===== config.mk =====
export PLATFORM = sky130hd
export DESIGN_NAME = sdra_ctrl
export DESIGN_NICKNAME = d
export VERILOG_FILES = /design/src/rtl/sdra_pkg.sv /design/src/rtl/sdra_ctrl.sv
export SDC_FILE = /design/constraint.sdc
export NUM_CORES = 1
export LEC_CHECK = 0
export BUFFER_PORTS_ARGS = -buffer_cell sky130_fd_sc_hd__buf_2
export CAP_MARGIN = 10
export CORE_AREA = 3 3 54 56
export CTS_BUF_LIST = sky130_fd_sc_hd__clkbuf_4
export DETAILED_ROUTE_END_ITERATION = 6
export DIE_AREA = 0 0 57 59
export GPL_TIMING_DRIVEN = 0
export SLEW_MARGIN = 30
export SYNTH_ARGS = -nofsm -noshare
export SYNTH_HDL_FRONTEND = slang
export SYNTH_SLANG_ARGS = --single-unit

===== constraint.sdc =====
create_clock -name clk -period 2.1 [get_ports clk]
set_clock_uncertainty 0.05 [all_clocks]
set_input_delay 0.105 -clock clk [delete_from_list [all_inputs] [get_ports clk]]
set_output_delay 0.105 -clock clk [all_outputs]
set_load 0.05 [all_outputs]

===== src/rtl/sdra_pkg.sv =====
// ----------------------------------------------------------------------------
// sdra_pkg
// Types, constants and helpers shared by the spring-damper RK4 animator.
// ----------------------------------------------------------------------------
package sdra_pkg;

	localparam int VAL_W        = 32;
	localparam int PH_W         = 27;
	localparam int TT_W         = 17;
	localparam int ONE_Q16      = 65536;
	localparam int ACC_W        = 36;
	localparam int MA_W         = 36;
	localparam int MB_W         = 32;
	localparam int PROD_W       = MA_W + MB_W;
	localparam int SPR_W        = 48;
	localparam int DIV_W        = 37;
	localparam int D6_LO_W      = 16;
	localparam int D6_W         = 23;
	localparam int D6_M_W       = 22;
	localparam int D6_SH        = 24;
	localparam int D6_Q_W       = DIV_W - D6_LO_W;
	localparam int MS_W         = 10;
	localparam int MAX_DELTA_MS = 1000;
	localparam int SPM_W        = 16;
	localparam int H_W          = 24;
	localparam int K_W          = 31;
	localparam int CFG_IDX_W    = 3;
	localparam int CFG_DATA_W   = 32;

	// ceil(2^24 / 6): exact quotient for inputs below 2^23
	localparam logic [D6_M_W-1:0] DIV6_MUL = 22'd2796203;

	localparam logic signed [VAL_W-1:0] VAL_MAX = {1'b0, {(VAL_W-1){1'b1}}};
	localparam logic signed [VAL_W-1:0] VAL_MIN = {1'b1, {(VAL_W-1){1'b0}}};

	typedef enum logic [1:0] {
		ACT_ADVANCE = 2'd0,
		ACT_SET_POS = 2'd1,
		ACT_SET_VEL = 2'd2
	} action_t;

	typedef enum logic [CFG_IDX_W-1:0] {
		CFG_ANCHOR  = 3'd0,
		CFG_EPSILON = 3'd1,
		CFG_SPRING  = 3'd2,
		CFG_DAMPING = 3'd3,
		CFG_STEP    = 3'd4,
		CFG_RATE    = 3'd5,
		CFG_SNAP    = 3'd6
	} cfg_idx_t;

	typedef enum logic [4:0] {
		DP_NOP,
		DP_LOAD,
		DP_MUL_LPOS,
		DP_APP_LPOS,
		DP_MUL_LVEL,
		DP_APP_LVEL,
		DP_SET_POS,
		DP_SET_VEL,
		DP_SNAP,
		DP_PHASE_ADD,
		DP_STEP_INIT,
		DP_MUL_NP,
		DP_APP_NP,
		DP_MUL_NV,
		DP_APP_NV,
		DP_MUL_SPR,
		DP_APP_SPR,
		DP_MUL_DMP,
		DP_APP_DMP,
		DP_MUL_FP,
		DP_MUL_FV,
		DP_LOAD_DIV,
		DP_DIV_HI,
		DP_DIV_LO,
		DP_FIN_P,
		DP_FIN_V,
		DP_COMMIT,
		DP_OUT
	} dp_op_t;

	typedef enum logic [4:0] {
		S_IDLE,
		S_LP_M,
		S_LP_A,
		S_LV_M,
		S_LV_A,
		S_DISPATCH,
		S_PH,
		S_CHK,
		S_INIT,
		S_NP_M,
		S_NP_A,
		S_NV_M,
		S_NV_A,
		S_SPR_M,
		S_SPR_A,
		S_DMP_M,
		S_DMP_A,
		S_FP_M,
		S_FP_L,
		S_FP_DH,
		S_FP_DL,
		S_FP_F,
		S_FV_M,
		S_FV_L,
		S_FV_DH,
		S_FV_DL,
		S_FV_F,
		S_COMMIT,
		S_OUT
	} ctl_state_t;

	typedef struct packed {
		dp_op_t     op;
		logic [1:0] stage;
	} dp_cmd_t;

	typedef struct packed {
		logic [1:0] action;
		logic       moving;
		logic       snap;
		logic       phase_gt_one;
	} dp_stat_t;

	function automatic logic signed [VAL_W-1:0] sat_val(input logic signed [63:0] x);
		if (x > 64'(VAL_MAX))
			return VAL_MAX;
		if (x < 64'(VAL_MIN))
			return VAL_MIN;
		return VAL_W'(x);
	endfunction

endpackage


===== src/rtl/sdra_ctrl.sv =====
// ----------------------------------------------------------------------------
// sdra_ctrl
// Sequencer: interpolation, action dispatch, RK4 stages, divide and commit.
// ----------------------------------------------------------------------------
module sdra_ctrl import sdra_pkg::*; (
	input  logic     clk,
	input  logic     arst_n,
	input  logic     in_valid,
	output logic     in_ready,
	output logic     out_valid,
	input  logic     out_ready,
	input  dp_stat_t stat,
	output dp_cmd_t  cmd
);

	ctl_state_t           state_q, state_d;
	logic [1:0]           stage_q, stage_d;
	logic                 fin_q, fin_d;
	logic                 out_valid_q, out_valid_d;

	assign out_valid = out_valid_q;
	assign cmd.stage = stage_q;

	always_ff @(posedge clk or negedge arst_n) begin
		if (!arst_n) begin
			state_q     <= S_IDLE;
			stage_q     <= '0;
			fin_q       <= 1'b0;
			out_valid_q <= 1'b0;
		end else begin
			state_q     <= state_d;
			stage_q     <= stage_d;
			fin_q       <= fin_d;
			out_valid_q <= out_valid_d;
		end
	end

	always_comb begin
		state_d     = state_q;
		stage_d     = stage_q;
		fin_d       = fin_q;
		out_valid_d = out_valid_q && !out_ready;
		in_ready    = 1'b0;
		cmd.op      = DP_NOP;
		unique case (state_q)
			S_IDLE: begin
				in_ready = 1'b1;
				if (in_valid) begin
					cmd.op  = DP_LOAD;
					fin_d   = 1'b0;
					state_d = S_LP_M;
				end
			end
			S_LP_M: begin
				cmd.op  = DP_MUL_LPOS;
				state_d = S_LP_A;
			end
			S_LP_A: begin
				cmd.op  = DP_APP_LPOS;
				state_d = S_LV_M;
			end
			S_LV_M: begin
				cmd.op  = DP_MUL_LVEL;
				state_d = S_LV_A;
			end
			S_LV_A: begin
				cmd.op  = DP_APP_LVEL;
				state_d = fin_q ? S_OUT : S_DISPATCH;
			end
			S_DISPATCH: begin
				fin_d   = 1'b1;
				state_d = S_LP_M;
				case (action_t'(stat.action))
					ACT_ADVANCE: begin
						if (stat.moving && stat.snap)
							cmd.op = DP_SNAP;
						else if (stat.moving)
							state_d = S_PH;
					end
					ACT_SET_POS: cmd.op = DP_SET_POS;
					ACT_SET_VEL: cmd.op = DP_SET_VEL;
					default: ;
				endcase
			end
			S_PH: begin
				cmd.op  = DP_PHASE_ADD;
				state_d = S_CHK;
			end
			S_CHK: state_d = stat.phase_gt_one ? S_INIT : S_LP_M;
			S_INIT: begin
				cmd.op  = DP_STEP_INIT;
				stage_d = '0;
				state_d = S_SPR_M;
			end
			S_NP_M: begin
				cmd.op  = DP_MUL_NP;
				state_d = S_NP_A;
			end
			S_NP_A: begin
				cmd.op  = DP_APP_NP;
				state_d = S_NV_M;
			end
			S_NV_M: begin
				cmd.op  = DP_MUL_NV;
				state_d = S_NV_A;
			end
			S_NV_A: begin
				cmd.op  = DP_APP_NV;
				state_d = S_SPR_M;
			end
			S_SPR_M: begin
				cmd.op  = DP_MUL_SPR;
				state_d = S_SPR_A;
			end
			S_SPR_A: begin
				cmd.op  = DP_APP_SPR;
				state_d = S_DMP_M;
			end
			S_DMP_M: begin
				cmd.op  = DP_MUL_DMP;
				state_d = S_DMP_A;
			end
			S_DMP_A: begin
				cmd.op = DP_APP_DMP;
				if (stage_q == 2'd3) begin
					state_d = S_FP_M;
				end else begin
					stage_d = stage_q + 2'd1;
					state_d = S_NP_M;
				end
			end
			S_FP_M: begin
				cmd.op  = DP_MUL_FP;
				state_d = S_FP_L;
			end
			S_FP_L: begin
				cmd.op  = DP_LOAD_DIV;
				state_d = S_FP_DH;
			end
			S_FP_DH: begin
				cmd.op  = DP_DIV_HI;
				state_d = S_FP_DL;
			end
			S_FP_DL: begin
				cmd.op  = DP_DIV_LO;
				state_d = S_FP_F;
			end
			S_FP_F: begin
				cmd.op  = DP_FIN_P;
				state_d = S_FV_M;
			end
			S_FV_M: begin
				cmd.op  = DP_MUL_FV;
				state_d = S_FV_L;
			end
			S_FV_L: begin
				cmd.op  = DP_LOAD_DIV;
				state_d = S_FV_DH;
			end
			S_FV_DH: begin
				cmd.op  = DP_DIV_HI;
				state_d = S_FV_DL;
			end
			S_FV_DL: begin
				cmd.op  = DP_DIV_LO;
				state_d = S_FV_F;
			end
			S_FV_F: begin
				cmd.op  = DP_FIN_V;
				state_d = S_COMMIT;
			end
			S_COMMIT: begin
				cmd.op  = DP_COMMIT;
				state_d = S_CHK;
			end
			S_OUT: begin
				if (!out_valid_q || out_ready) begin
					cmd.op      = DP_OUT;
					out_valid_d = 1'b1;
					state_d     = S_IDLE;
				end
			end
			default: state_d = S_IDLE;
		endcase
	end

endmodule


# ---- Word level (Yosys, flattened, before mapping)
# Index checks and enable logic that the tools add are counted.
dict set report word_totals {
  regBits 9
  inputBits 9
  out_inout_bits 9
}
dict set report op_classes {
  n_addsub 1
  n_eq_ne 34
  mux 21
  n_reduce_logical 17
}
# cell count
set op_table {}
lappend op_table {{$pmux W5 S27} 1}
lappend op_table {{$pmux W5 S25} 1}
lappend op_table {{$eq A5 B5 Y1 const B} 13}
lappend op_table {{$eq A5 B4 Y1 const B} 8}
lappend op_table {{$mux W5} 5}
lappend op_table {{$eq A5 B3 Y1 const B} 4}
lappend op_table {{$pmux W4 S3} 1}
lappend op_table {{$eq A5 B2 Y1 const B} 2}
lappend op_table {{$reduce_or A2 Y1} 5}
lappend op_table {{$mux W3} 3}
lappend op_table {{$mux W4} 2}
lappend op_table {{$ne A2 B2 Y1 const B} 3}
lappend op_table {{$reduce_and A2 Y1} 3}
lappend op_table {{$eq A5 B1 Y1 const B} 1}
lappend op_table {{$logic_not A5 Y1} 1}
lappend op_table {{$mux W1} 5}
lappend op_table {{$eq A2 B2 Y1 const B} 2}
lappend op_table {{$pmux W2 S2} 1}
lappend op_table {{$reduce_bool A2 Y1} 2}
lappend op_table {{$add A2 B1 Y2 const B} 1}
lappend op_table {{$eq A2 B1 Y1 const B} 1}
lappend op_table {{$logic_and A1 B1 Y1} 2}
lappend op_table {{$logic_not A1 Y1} 2}
lappend op_table {{$logic_not A2 Y1} 1}
lappend op_table {{3 further kinds} 3}

# ---- Logic depth before layout (Yosys ltp)
dict set report depth {
  ltp_word 4
  ltp_mapped 6
  ltp_nobuf 6
}

# ---- Worst setup path after synthesis
# Ideal clock, no wire load.
dict set report synth_path {
  path_kind {reg2out}
  start {reg state_q[2]}
  end {out cmd[3] (netlist bit)}
  arrival_time_ns 1.985
  required_ns 1.945
  path_slack_ns -0.040
  path_stages_with_launch 4
  n_path_buf 2
  cell_sequence {dfrtp_1 > buf_2 > buf_1 > o311ai_1}
}
# element line_no
set synth_lines {}
lappend synth_lines {{start, declared} sdra_ctrl.sv:16} ;# ctl_state_t state_q, state_d;
lappend synth_lines {{start signal, assigned} sdra_ctrl.sv:31} ;# state_q <= state_d;
lappend synth_lines {{end, declared} sdra_ctrl.sv:13} ;# output dp_cmd_t cmd

==> flow_summary.ini <==
[run_status]
status = completed

[yosys]
async_flop_share = 1.000
syn_area_um2 = 963.4
synth_simple_gate_area_share = 0.3455
synth-xor-area-share = 0
synth_area_per_cell_um2 = 7.190
ys_warn_count = 0
synth_top_flop_cell = dfrtp_1
ys_seq_area_frac = 0.2338
syn_nets = 146
synth_fa_ha_area_frac = 0.03896
synth_top_family_by_area = simple AND/OR/NAND/NOR gates
synth-edff-count = 0
synthesis.instances = 134
synth_cell_type_count = 39
synth_compound_area_frac = 0.2857
yosys_register_bits = 9
synth_mux_area_frac = 0

[finish]
fillers = 263
ff_latch_area_um2 = 225.2
multi_input_area_um2 = 663.1
layout.nets = 169
final_cell_count_no_fill = 186
final_common_cell = buf_2
drive_gt1_frac = 0.2564
final_cell_mix = 22 x buf_2, 13 x nor2_1, 12 x o21ai_0, 9 x nand3_1, 9 x dfrtp_1
areaGrowthSynthToFinish_pct = 19.87
diodes = 0

[timing]
grt_setup_unrepaired = no
fin_crit_ns = 2.004
tns_ns = 0
hold_viol_final = 0
slew_violations = 0
setup_viol = 0
relSlewSlack = 0.7005
max_freq_mhz = 499.0
worst_slew_pin_slew_ns = 0.4493
fin_ws_ns = 0.09594
post-route-period-util = 0.9543

[job]
maxCapViolations = 0

[grt]
grt_max_degree = 11
grt_pass1_wl_um = 4836
grt_use_total = 0.1816
gr-total-overflow = 0
grt_pass1_vias = 1013
antenna_found_initial = 0

[clock_tree]
h-tree-depth = 1
insertion_delay_ns = 0.25
cts_tree = done
cts_root_buffer = clkbuf_4
clkSlewWorstSetupHoldPaths_ns = 0.06
clock_path_buffers = 2
cts.sink_count = 9
cts_buffers = 3

[place]
portBuffers = 17
hpwl_um = 2180
dp_cells = 181
place_ws_ns = 0.2572
gp_congestion = 0.9511

[worst_hold_path]
min_path_cells = 4
hold_class = input port to register
whs_endpoint = state_q[4]
hp-start = out_ready

[critical_path]
r2r-end = stage_q[0]
reg2reg_from = state_q[0]
crit_arrival_ns = 1.85
crit_required_ns = 1.95
path_max_fanout = 10
r2r_cells = 6
r2r_slack_ns = 0.53
critPathLaunchType = register
cp-end-kind = primary output
crit_type = register to primary output

[floorplan]
rows = 18
die-area_um2 = 3363
die_y_um = 59
die_x_um = 57
floorplan.initialDensity = 0.3889
design.core.area_um2 = 2477
io_pins = 18

[routing]
first_pass_iters = 4
dr.first_iter.drc_count = 59
vias = 1135
drtAntennaViolNets = 0
drcViolationCount = 0
detail_route.wl_per_cell_um = 15.56
vias_per_cell = 6.102
drt_wl_total_um = 2895
-- flip-flops by register name, indices dropped and copies added, names as in the netlist --
signal / count
fin_q: 1
out_valid: 1
stage_q: 2
state_q: 5
-- per-layer routing --
metal  vias up  part of all wire  GRT usage
met3         4             0.089    0.04139
li1        539                 -          -
met1       531              0.44     0.2608
met4         0             0.012    0.06954
met5         -                 0          0
met2        61              0.46     0.2643
-- logic make-up (layout without fill, tap and decap cells) --
group,count (synthesis),count (layout)
flip-flops,9,9
AND/OR/NAND/NOR,62,62
adder cells (fa/ha/maj),3,3
AO/OA/AOI/OAI,42,42
buffers and inverters,18,40
-- synth_stat cells (3+ instances only) --
master / instances / share of area
a211oi_1: 3 / 0.023
a21oi_1: 6 / 0.031
buf_2: 8 / 0.042
dfrtp_1: 9 / 0.23
ha_1: 3 / 0.039
inv_1: 6 / 0.023
nand2_1: 8 / 0.031
nand2b_1: 6 / 0.039
nand3_1: 9 / 0.047
nand3b_1: 4 / 0.031
nand4_1: 4 / 0.026
nor2_1: 14 / 0.055
nor2b_1: 3 / 0.019
nor3_1: 4 / 0.021
o21ai_0: 12 / 0.062
o22ai_1: 4 / 0.026
o31ai_1: 3 / 0.023
-- stage by stage --
stage / cell area (um^2) / util / hold WS [ns]
after floorplan: 975.9 / - / -0.2406
after global placement: 1099 / 0.4434 / -0.08610
after detailed placement: 1099 / 0.4434 / -0.08819
after CTS: 1141 / 0.4606 / 0.1587
after global routing: 1155 / 0.4662 / 0.1372
final: 1155 / 0.4662 / 0.1398
-- repair_timing --
| item | in CTS | in global routing |
|---|---|---|
| resized for setup | 1 | 6 |
| buffers inserted | 0 | 0 |
| endpoints found under the hold margin | 9 | 0 |
| setup endpoints to repair | 1 | 3 |
| hold buffers | 1 | 0 |
-- worst max-delay path: stages (launching register included) --
cell	delay, ns
dfrtp_1	0.39
buf_2	0.19
nor2_2	0.19
and2b_1	0.20
a221o_1	0.33
nand3_1	0.08
clkbuf_4	0.22
-- how the worst max path moves through the flow --
stage,startpoint,to,cells past startpoint
after floorplan,out_valid,cmd[5],4
after global placement,state_q[2],cmd[2],6
after detailed placement,state_q[2],cmd[2],6
after CTS,state_q[1],cmd[3],7
after global routing,state_q[2],cmd[4],5
final,state_q[2],cmd[2],6
-- layout make-up --
type	count	area share
Tap cell	30	0.03250
Multi-Input combinational cell	107	0.5742
Inverter	6	0.01950
Sequential cell	9	0.1950
Timing Repair Buffer	18	0.08992
Clock buffer	4	0.02600
Buffer	12	0.06284
Power is left out: the tool's default activity adds up to more than one toggle a clock period on the data nets, which glitch-free logic cannot reach.
